[config.mk]
export PLATFORM = sky130hd
export DESIGN_NAME = cdq_ctrl
export DESIGN_NICKNAME = d
export VERILOG_FILES = /design/src/sv/cdq_pkg.sv /design/src/sv/cdq_ctrl.sv
export SDC_FILE = /design/constraint.sdc
export NUM_CORES = 1
export LEC_CHECK = 0
export BUFFER_PORTS_ARGS = -buffer_cell sky130_fd_sc_hd__buf_4
export CORE_AREA = 2 2 39 41
export CTS_CLUSTER_DIAMETER = 60
export DETAILED_ROUTE_END_ITERATION = 10
export DIE_AREA = 0 0 41 43
export GPL_TIMING_DRIVEN = 1
export PLACE_DENSITY = 0.43
export SYNTH_ARGS = -nofsm -noshare
export SYNTH_HDL_FRONTEND = slang
export SYNTH_SLANG_ARGS = --single-unit
[constraint.sdc]
create_clock -name clk -period 1.55 [get_ports clk]
set_clock_uncertainty 0.2 [all_clocks]
set_input_delay 0.31 -clock clk [delete_from_list [all_inputs] [get_ports clk]]
set_output_delay 0.31 -clock clk [all_outputs]
set_load 0.005 [all_outputs]
[src/sv/cdq_pkg.sv]
// ----------------------------------------------------------------------------
// cdq_pkg
// Shared types and constants of the circular deque unit.
// ----------------------------------------------------------------------------
package cdq_pkg;

  localparam int KIND_W  = 3;
  localparam int VALUE_W = 32;
  localparam int CAP_W   = 10;

  localparam logic [CAP_W-1:0] CAP_RESET = 10'd1023;

  localparam logic [KIND_W-1:0] KIND_PUSH_FRONT = 3'd0;
  localparam logic [KIND_W-1:0] KIND_PUSH_REAR  = 3'd1;
  localparam logic [KIND_W-1:0] KIND_POP_FRONT  = 3'd2;
  localparam logic [KIND_W-1:0] KIND_POP_REAR   = 3'd3;
  localparam logic [KIND_W-1:0] KIND_QUERY      = 3'd4;

  localparam logic signed [VALUE_W-1:0] EMPTY_MARK = -32'sd1;

  typedef struct packed {
    logic capture;
    logic exec;
    logic read;
    logic load;
  } cdq_cmd_t;

  typedef struct packed {
    logic out_hold;
  } cdq_status_t;

endpackage

[src/sv/cdq_ctrl.sv]
// ----------------------------------------------------------------------------
// cdq_ctrl
// Sequencer: capture an item, update the ring, read both ends, load result.
// ----------------------------------------------------------------------------
module cdq_ctrl
  import cdq_pkg::*;
(
  input  logic        clk,
  input  logic        rst,
  input  logic        in_valid,
  output logic        in_stall,
  input  cdq_status_t status,
  output cdq_cmd_t    cmd
);

  localparam logic [1:0] ST_IDLE = 2'd0;
  localparam logic [1:0] ST_EXEC = 2'd1;
  localparam logic [1:0] ST_READ = 2'd2;
  localparam logic [1:0] ST_DONE = 2'd3;

  logic [1:0] state;
  logic [1:0] state_next;

  always_ff @(posedge clk) begin
    if (rst) begin
      state <= ST_IDLE;
    end else begin
      state <= state_next;
    end
  end

  always_comb begin
    state_next  = state;
    cmd         = '0;
    case (state)
      ST_IDLE: begin
        if (in_valid) begin
          cmd.capture = 1'b1;
          state_next  = ST_EXEC;
        end
      end
      ST_EXEC: begin
        cmd.exec   = 1'b1;
        state_next = ST_READ;
      end
      ST_READ: begin
        cmd.read   = 1'b1;
        state_next = ST_DONE;
      end
      ST_DONE: begin
        if (!status.out_hold) begin
          cmd.load   = 1'b1;
          state_next = ST_IDLE;
        end
      end
      default: begin
        state_next = ST_IDLE;
      end
    endcase
  end

  assign in_stall = (state != ST_IDLE);

endmodule

==> key figures, run 1 <==
Detailed routing
  • Routed met3 length: 20 µm
  • Met1 Wirelength: 149 µm
  • Drt total wl: 454 µm
  • WL met2: 270 µm
  • Drt pass-1 iters: 1
  • DR iter-0 viols: 0
  • Top layer in use: met4
  • Mean routed wirelength per cell: 8.57 µm
  • Vias: 201
  • Vias/cell: 3.79
  • DRC errors left: 0
  • Antenna Nets Post-Route: 0

Clock network
  • Hold-fix buffers, CTS: 0
  • Worst-skew pair later-pin latency: 230 ps
  • Sink Count: 2
  • H-tree levels: 1
  • Clk slew on worst S/H paths: 30 ps
  • CTS tree: done
  • Num CTS Buffers: 3
  • CTS Buffer Depth: 2
  • Root buffer cell: clkbuf_4

STA
  • Unrepaired setup endpoints after global routing: true
  • Rel. slew slack: 82.4%
  • Final setup violation count: 0
  • Fin. Hold Viols: 0
  • Upper clock frequency limit: 0.649 GHz
  • TNS Setup: 0 ps
  • Worst-Margin Slew: 260 ps
  • Fin crit period: 1540 ps
  • Final worst-path cycle share: 99.5%
  • Final Max Tran Viols: 0

Critical path
  • Slowest cell on the critical path: dfxtp_2
  • CP Capture Type: primary output
  • Slowest stage delay, CP: 340 ps
  • Family with the most delay on the worst path: flip-flops
  • CP Launch Type: register
  • CP bufs+invs: 2
  • Worst Path Class, Setup: register to primary output
  • Worst-path maximum fanout: 3
  • Cell-by-cell trace of the critical path: buf_4 > ha_2 > buf_4
  • Critical Path AT: 1030 ps
  • WP data required: 1040 ps
  • Crit path top cell by count: buf_4

Synthesis
  • Yosys reg bits: 2
  • Seq/Total Area, Yosys: 19.0%
  • Netlist cell types: 13
  • Synth warn: 0
  • Syn avg cell area: 9.55 µm²
  • Post-Syn Instances: 22
  • Syn_nets: 31
  • Mapped Area: 210 µm²

Placed design
  • DP HPWL: 353 µm
  • PortBufs: 8
  • RD Place Congestion: 0.684

Layout
  • Top reg by flops: state
  • Most frequent cells in the layout: buf_4 (11), clkbuf_4 (3)
  • # diodes: 0
  • Max reg flops: 2
  • Largest regs: state: 2 flops
  • Commonest non-fill, non-tap cell in the layout: buf_4
  • Layout cells sized above 1: 70.3%
  • Final nets: 48
  • Area Overhead vs Synth: 75.0%
  • Final core occ: 26.6%
  • Fillcell total: 162

Die
  • Die H: 43 µm
  • Core area: 1380 µm²
  • Initial Util: 15.2%
  • Top-Level Pins: 9
  • Die area: 1760 µm²
  • Rows: 14
  • Chip width: 41 µm

Power and ir drop
  • Leakage power: 0.180 nW
  • Maximum vdd ir drop: 0.000349 V
  • PD cells: 2080 nW/µm²

Global route
  • Initial antenna violation count: 0
  • Total track usage: 7.82%
  • Grt ovf: 0
  • Largest net degree at the start of global routing: 5
  • First-pass GRT wire length: 828 µm
  • Vias in the first global route: 218

Job
  • Max-Cap Viols: 0

Status
  • Status: completed

Worst hold path
  • Worst Hold Class: input port to register
[worst register-to-register path, delay by kind of cell, from the launching register on]
kind	cells	cell delay (ps)
flip-flops	1	320
adder cells (fa/ha/maj)	1	210
buffers and inverters	2	200
AO/OA/AOI/OAI	1	130
AND/OR/NAND/NOR	2	350
[stage by stage]
step	area (µm²)	worst slack [ps]	cells	total power, W	hold slack (ps)
4_1_cts	365	-2.68	53	0.000769	36.8
5_1_grt	368	-36.8	53	0.000834	53.0
3_3_place_gp	313	8.32	49	0.000554	288
2_1_floorplan	210	49.1	22	0.000375	179
6_report	368	8.05	53	0.000767	42.4
3_5_place_dp	313	-6.98	49	0.000560	289
[cell families after synthesis]
kind of cell | synth area share (%)
AOI/OAI and AO/OA | 11.3
adders and majority gates | 29.8
buffers and inverters | 7.14
DFF | 19.0
and+or+nand+nor | 32.7
[metal layers]
metal	vias up	track usage [%]
met2	5	11.3
met1	92	6.71
met5	-	0
met3	2	4.71
li1	102	-
met4	0	8.00
[synth_stat cells (all sizes together)]
| library cell | number | area (µm²) |
|---|---|---|
| a21oi | 1 | 5.00 |
| and2 | 2 | 16.3 |
| dfxtp | 2 | 40.0 |
| ha | 5 | 62.6 |
| inv | 4 | 15.0 |
| nor2 | 1 | 20.0 |
| nor2b | 3 | 26.3 |
| o21ai | 2 | 10.0 |
| o41ai | 1 | 8.76 |
| or3 | 1 | 6.26 |
[final timing paths]
path / startpoint / end / slack [ps] / cells after the start
max: state[1]$_SDFFE_PP0P_ / cmd[1] / 8 / 3
min: rst / state[0]$_SDFFE_PP0P_ / 40 / 2
max reg2reg: state[0]$_SDFFE_PP0P_ / state[0]$_SDFFE_PP0P_ / 60 / 6
min reg2reg: state[0]$_SDFFE_PP0P_ / state[0]$_SDFFE_PP0P_ / 420 / 3
[area by class of cell]
type	instances	area [µm²]	share of cell area, %
multi-input combinational	16	174	47.3
clock buffer	3	22.5	6.12
inverter	4	15.0	4.08
sequential	2	42.5	11.6
timing repair buffer	12	93.8	25.5
tap	16	20.0	5.44
[what timing repair did]
action	4_1_cts	5_1_grt
resized for setup	9	1
endpoints found under the setup margin	4	4
pin swaps	1	0
buffers inserted	1	0
[power breakdown]
part	internal (W)	switching (W)	total (W)
Sequential	0.0000843	0.0000254	0.000110
Clock	0.0000859	0.0000351	0.000121
Combinational	0.000325	0.000211	0.000536
Total	0.000495	0.000272	0.000767
Power figures use the tool's default switching activity.
==> run 2, diff against run 1 <==
==> constraint.sdc (replaced) <==
create_clock -name clk -period 1.55 [get_ports clk]
set_clock_uncertainty 0.2 [all_clocks]
set_input_delay 0.31 -clock clk [delete_from_list [all_inputs] [get_ports clk]]
set_output_delay 0.31 -clock clk [all_outputs]
set_load 0.02 [all_outputs]
==> key figures, run 2 (synthesis gave the netlist of run 1 again) <==
Status
  • Status: finished, violations left
  • Violated checks: setup timing

Die
  • Top-Level Pins: 9 (unchanged)
  • Die H: 43 µm (unchanged)
  • Chip width: 41 µm (unchanged)
  • Initial Util: 15.2% (unchanged)
  • Die area: 1760 µm² (unchanged)
  • Core area: 1380 µm² (unchanged)
  • Rows: 14 (unchanged)

Detailed routing
  • DRC errors left: 0 (unchanged)
  • Mean routed wirelength per cell: 8.81 µm (+2.9%)
  • Drt total wl: 467 µm (+2.9%)
  • Drt pass-1 iters: 1 (unchanged)
  • Vias/cell: 3.81 (+0.50%)
  • DR iter-0 viols: 0 (unchanged)
  • Vias: 202 (+0.50%)
  • Antenna Nets Post-Route: 0 (unchanged)

Power and ir drop
  • Total power: 0.000922 W (+20%)
  • Leakage power: 0.184 nW (+1.9%)
  • PD cells: 2230 nW/µm² (+6.8%)
  • Maximum vdd ir drop: 0.000427 V (+23%)

Clock network
  • Num CTS Buffers: 3 (unchanged)
  • CTS Buffer Depth: 2 (unchanged)
  • Sink Count: 2 (unchanged)
  • H-tree levels: 1 (unchanged)
  • Worst-skew pair later-pin latency: 230 ps (about the same)
  • Clk slew on worst S/H paths: 30 ps (about the same)
  • CTS tree: done
  • Root buffer cell: clkbuf_4

STA
  • Upper clock frequency limit: 0.645 GHz (-0.59%)
  • Fin crit period: 1550 ps (+9.09 ps)
  • TNS Setup: -1.04 ps (-1.04 ps)
  • Worst Slack Setup Final: -1.04 ps (-9.09 ps)
  • Final worst-path cycle share: 100% (+0.59 points)
  • Final Max Tran Viols: 0 (unchanged)
  • Hold Slack: 43.9 ps (+1.50 ps)
  • Unrepaired setup endpoints after global routing: true
  • Final setup violation count: 1 (+1)
  • Worst-Margin Slew: 261 ps (+0.590 ps)
  • Fin. Hold Viols: 0 (unchanged)
  • Rel. slew slack: 82.4% (about the same)

Global route
  • Largest net degree at the start of global routing: 5 (unchanged)
  • Grt ovf: 0 (unchanged)
  • Total track usage: 7.92% (+0.10 points)
  • First-pass GRT wire length: 841 µm (+1.6%)
  • Vias in the first global route: 218 (unchanged)
  • Initial antenna violation count: 0 (unchanged)

Placed design
  • Post-Place Worst Slack: -6.98 ps (unchanged)
  • DP HPWL: 353 µm (unchanged)
  • PortBufs: 8 (unchanged)
  • RD Place Congestion: 0.684 (unchanged)

Layout
  • Layout cells sized above 1: 78.4% (+8.1 points)
  • Top reg by flops: state
  • Final core occ: 29.9% (+3.3 points)
  • Commonest non-fill, non-tap cell in the layout: buf_4
  • Max reg flops: 2 (unchanged)
  • Fillcell total: 157 (-3.1%)
  • Most frequent cells in the layout: buf_4 (8), buf_6 (4), ha_2 (3), clkbuf_4 (3)
  • Largest regs: state: 2 flops
  • Final nets: 48 (unchanged)
  • Area Overhead vs Synth: 97.0%
  • # diodes: 0 (unchanged)

Worst hold path
  • Worst Hold End: state[0]$_SDFFE_PP0P_
  • Worst Hold Class: input port to register
  • Min-Delay Startpoint: rst
  • Hold Crit Depth: 2 (unchanged)

Critical path
  • Worst Path Class, Setup: register to primary output
  • Reg2Reg Depth: 6 (unchanged)
  • WP data required: 1040 ps (about the same)
  • FF-to-FF End: state[0]$_SDFFE_PP0P_
  • FF-to-FF setup slack: 60 ps (about the same)
  • CP Launch Type: register
  • Critical Path AT: 1040 ps (about the same)
  • Worst-path maximum fanout: 3 (unchanged)
  • CP Capture Type: primary output
  • Start of the worst register-to-register path: state[0]$_SDFFE_PP0P_

Job
  • Max-Cap Viols: 0 (unchanged)
run 2: cell types whose count changed in the layout (fill, tap and decap cells not counted):
| cell | before | now |
|---|---|---|
| dfxtp_4 | 0 | 2 |
| inv_4 | 0 | 1 |
| buf_6 | 1 | 4 |
| nor2b_4 | 1 | 2 |
| ha_2 | 2 | 3 |
| nor2b_1 | 2 | 1 |
| inv_6 | 0 | 1 |
| ha_1 | 2 | 0 |
| dfxtp_2 | 2 | 0 |
| inv_2 | 2 | 0 |
| buf_4 | 11 | 8 |
| ha_4 | 1 | 2 |
run 2: worst max path at each step:
stage	endpoint	cells after the start	slack, ps	from
after floorplan	state[0]$_SDFFE_PP0P_	5	50	state[0]$_SDFFE_PP0P_
after global placement	state[0]$_SDFFE_PP0P_	5	8	state[0]$_SDFFE_PP0P_
after detailed placement	state[0]$_SDFFE_PP0P_	5	-7	state[0]$_SDFFE_PP0P_
after CTS	cmd[3]	4	-30	state[0]$_SDFFE_PP0P_
after global routing	cmd[3]	4	-40	state[0]$_SDFFE_PP0P_
final	cmd[3]	4	-1	state[0]$_SDFFE_PP0P_
run 2: routing by layer:
metal  routed length [µm]  global-route usage (%)  vias up
met1                  159                    7.03       96
met2                  288                    11.3        3
met3                   18                    4.71        0
met5                    0                       0        -
li1                     -                       -      103
met4                    0                    8.00        0
run 2: per-stage QoR:
| step | area (µm²) | std cells |
|---|---|---|
| after detailed placement | 313 | 49 |
| final | 414 | 53 |
| after global placement | 313 | 49 |
| after floorplan | 210 | 22 |
| after CTS | 378 | 53 |
| after global routing | 414 | 53 |
run 2: final cells by class:
cell class / instances / area [µm²] / area share [%]
multi-input combinational: 16 / 196 / 47.4
timing repair buffer: 12 / 105 / 25.4
sequential: 2 / 47.5 / 11.5
clock buffer: 3 / 22.5 / 5.44
inverter: 4 / 22.5 / 5.44
tap: 16 / 20.0 / 4.83
run 2: worst max-delay path, stage by stage (launching register included):
cell and delay (ps):
dfxtp_4 360, inv_6 50, ha_4 150, and2_4 130
buf_6 120
run 2: repair_timing:
| item | 4_1_cts | 5_1_grt |
|---|---|---|
| hold buffers | 0 | 0 |
| cloned | 0 | 0 |
| pin swaps | 0 | 2 |
| resized for setup | 11 | 12 |
| endpoints found under the setup margin | 5 | 5 |
| setup buffers | 1 | 0 |
run 2: where the power goes:
part / leakage [nW] / internal [W] / switching, W
sequential: 0.0178 / 0.0000945 / 0.0000385
clock: 0.0138 / 0.0000858 / 0.0000338
combinational: 0.152 / 0.000371 / 0.000298
total: 0.184 / 0.000551 / 0.000370
==> run 3, diff against run 2 <==
--- a/config.mk
+++ b/config.mk
@@ -5,13 +5,14 @@
 export SDC_FILE = /design/constraint.sdc
 export NUM_CORES = 1
 export LEC_CHECK = 0
+export ABC_AREA = 1
 export BUFFER_PORTS_ARGS = -buffer_cell sky130_fd_sc_hd__buf_4
 export CORE_AREA = 2 2 39 41
 export CTS_CLUSTER_DIAMETER = 60
 export DETAILED_ROUTE_END_ITERATION = 10
 export DIE_AREA = 0 0 41 43
 export GPL_TIMING_DRIVEN = 1
-export PLACE_DENSITY = 0.43
+export PLACE_DENSITY = 0.41
 export SYNTH_ARGS = -nofsm -noshare
 export SYNTH_HDL_FRONTEND = slang
 export SYNTH_SLANG_ARGS = --single-unit
==> constraint.sdc (replaced) <==
create_clock -name clk -period 1.5 [get_ports clk]
set_clock_uncertainty 0.2 [all_clocks]
set_input_delay 0.3 -clock clk [delete_from_list [all_inputs] [get_ports clk]]
set_output_delay 0.3 -clock clk [all_outputs]
set_load 0.02 [all_outputs]
==> key figures, run 3 <==
Status
  • Status: finished, violations left
  • Violated checks: setup timing

Detailed routing
  • Vias/cell: 3.51 (-7.9%)
  • Drt total wl: 415 µm (-11%)
  • Vias: 207 (+2.5%)
  • Drt pass-1 iters: 4 (+3)
  • DRC errors left: 0 (unchanged)
  • Antenna Nets Post-Route: 0 (unchanged)
  • Mean routed wirelength per cell: 7.03 µm (-20%)
  • DR iter-0 viols: 1 (+1)

STA
  • Worst-Margin Slew: 119 ps (-142 ps)
  • Unrepaired setup endpoints after global routing: true
  • Worst Slack Setup Final: -14.9 ps (-13.8 ps)
  • Fin. Hold Viols: 0 (unchanged)
  • Final setup violation count: 3 (+2)
  • Upper clock frequency limit: 0.660 GHz
  • Final worst-path cycle share: 101%
  • Fin crit period: 1510 ps
  • Final Max Tran Viols: 0 (unchanged)
  • Rel. slew slack: 92.1% (+9.7 points)

Power and ir drop
  • Leakage power: 0.195 nW (+6.2%)
  • Seq pwr share: 17.5% (+3.1 points)
  • NetSw: 0.000322 W (-13%)
  • Maximum vdd ir drop: 0.000369 V (-14%)
  • Combinational share of power: 67.1% (-5.5 points)
  • Switching Share: 41.7% (+1.5 points)
  • Total power: 0.000773 W (-16%)
  • Clk pwr share: 15.5% (+2.5 points)
  • Internal: 0.000451 W (-18%)
  • PD cells: 2030 nW/µm² (-8.9%)

Global route
  • Total track usage: 6.11% (-1.8 points)
  • Vias in the first global route: 200 (-8.3%)
  • First-pass GRT wire length: 717 µm (-15%)
  • Largest net degree at the start of global routing: 5 (unchanged)
  • Grt ovf: 0 (unchanged)
  • Initial antenna violation count: 0 (unchanged)

Critical path
  • Slowest stage delay, CP: 350 ps (about the same)
  • Critical Path AT: 1010 ps (-30 ps)
  • Worst-path maximum fanout: 3 (unchanged)
  • CP Launch Type: register
  • Slowest cell on the critical path: dfxtp_4
  • CP Capture Type: primary output
  • WP data required: 1000 ps (-40 ps)
  • Worst Path Class, Setup: register to primary output
  • Cell-by-cell trace of the critical path: buf_4 > ha_2 > buf_6

Layout
  • Final nets: 54 (+13%)
  • Most frequent cells in the layout: buf_4 (8), inv_1 (5), nor2_1 (4), buf_6 (4)
  • Final core occ: 27.6% (-2.4 points)
  • Largest regs: state: 2 flops
  • Layout cells sized above 1: 60.5% (-18 points)
  • # diodes: 0 (unchanged)
  • Commonest non-fill, non-tap cell in the layout: buf_4
  • Area Overhead vs Synth: 99.3%
  • Fillcell total: 166 (+5.7%)
  • Max reg flops: 2 (unchanged)
  • Top reg by flops: state
  • Post-route cell area: 382 µm² (-7.9%)

Die
  • Die area: 1760 µm² (unchanged)
  • Chip width: 41 µm (unchanged)
  • Die H: 43 µm (unchanged)
  • Rows: 14 (unchanged)
  • Initial Util: 13.8% (-1.4 points)
  • Core area: 1380 µm² (unchanged)
  • Top-Level Pins: 9 (unchanged)

Synthesis
  • EDFF count, synth: 0 (unchanged)
  • Synth warn: 0 (unchanged)
  • Netlist cell types: 8 (-5)
  • Mapped Area: 191 µm² (-8.9%)
  • Dominant synthesized flop cell: dfxtp_1
  • Top-count cell post-synth: inv_1
  • Seq/Total Area, Yosys: 20.9% (+1.9 points)
  • Syn avg cell area: 6.84 µm² (-28%)
  • Post-synth top area cell: ha_1
  • Yosys reg bits: 2 (unchanged)
  • Post-Syn Instances: 28 (+27%)
  • Yosys top cell area share: 32.7% (+2.9 points)
  • Async SR Flop Fraction: 0% (unchanged)
  • Largest cells by area after synthesis: ha_1 (33%), dfxtp_1 (21%), inv_1 (16%), nor2_1 (7.8%), nand2_2 (6.5%)
  • Post-synth top cells: inv_1 (8), ha_1 (5), nor2_1 (4), nand2_1 (3)
  • Syn_nets: 37 (+19%)

Clock network
  • H-tree levels: 1 (unchanged)
  • CTS Buffer Depth: 2 (unchanged)
  • Worst-skew pair later-pin latency: 230 ps (about the same)
  • Num CTS Buffers: 3 (unchanged)
  • CTS tree: done
  • Clk slew on worst S/H paths: 30 ps (about the same)
  • Sink Count: 2 (unchanged)
  • Root buffer cell: clkbuf_4
  • Hold-fix buffers, CTS: 0 (unchanged)

Worst hold path
  • Worst Hold Class: input port to register

Placed design
  • PortBufs: 8 (unchanged)
  • DP HPWL: 327 µm (-7.4%)
  • Post-Place Worst Slack: 96.9 ps (+104 ps)
  • Placement Cell Area: 287 µm² (-8.4%)
  • RD Place Congestion: 0.721 (+5.3%)

Job
  • Max-Cap Viols: 0 (unchanged)
run 3: worst max-delay path, delay by kind of cell, from the launching register on:
family,cells,cell delay [ps]
buffers and inverters,2,260
adder cells (fa/ha/maj),1,170
flip-flops,1,350
run 3: final timing paths:
path / from / to / cells past startpoint / slack, ps
max: state[0]$_SDFFE_PP0P_ / cmd[2] / 3 / -10
min: rst / state[0]$_SDFFE_PP0P_ / 4 / 110
max reg2reg: state[0]$_SDFFE_PP0P_ / state[0]$_SDFFE_PP0P_ / 7 / 180
min reg2reg: state[1]$_SDFFE_PP0P_ / state[1]$_SDFFE_PP0P_ / 3 / 440
run 3: final cells by class:
class | instances | area, µm² | share of cell area (%)
multi-input cells | 18 | 151 | 39.7
repair buffers | 12 | 105 | 27.5
flip-flops and latches | 2 | 47.5 | 12.5
inverters | 8 | 35.0 | 9.18
clock buffers | 3 | 22.5 | 5.90
well taps | 16 | 20.0 | 5.25
run 3: metrics by stage:
stage / instances / hold WS, ps / TNS [ps]
after floorplan: 28 / 256 / 0
after global placement: 54 / 354 / 0
after detailed placement: 54 / 354 / 0
after CTS: 57 / 108 / -24.4
after global routing: 59 / 144 / -139
final: 59 / 106 / -31.4
run 3: layer usage:
metal | routed length, µm | GRT usage [%]
met3 | 20 | 0
met1 | 158 | 6.71
met2 | 220 | 9.69
met4 | 16 | 6.00
met5 | 0 | 0
run 3: timing repair:
item,CTS,global route
endpoints found under the setup margin,5,5
pin swaps,1,1
buffers inserted,0,2
gates resized for setup,12,7
run 3: power by group through the flow:
stage                     Sequential [W]  Clock, W  Combinational [W]
final                           0.000135  0.000120           0.000519
after global routing            0.000140  0.000132           0.000584
after CTS                       0.000108  0.000125           0.000465
after detailed placement       0.0000974         0           0.000400
after global placement         0.0000979         0           0.000401
after floorplan                0.0000984         0           0.000251
run 3: logic make-up (layout without fill, tap and decap cells):
family	count (synthesis)	in the layout	synth area share [%]
AND/OR/NAND/NOR	11	11	25.5
buffers and inverters	8	23	15.7
adder cells (fa/ha/maj)	5	5	32.7
AO/OA/AOI/OAI	2	2	5.23
flip-flops	2	2	20.9
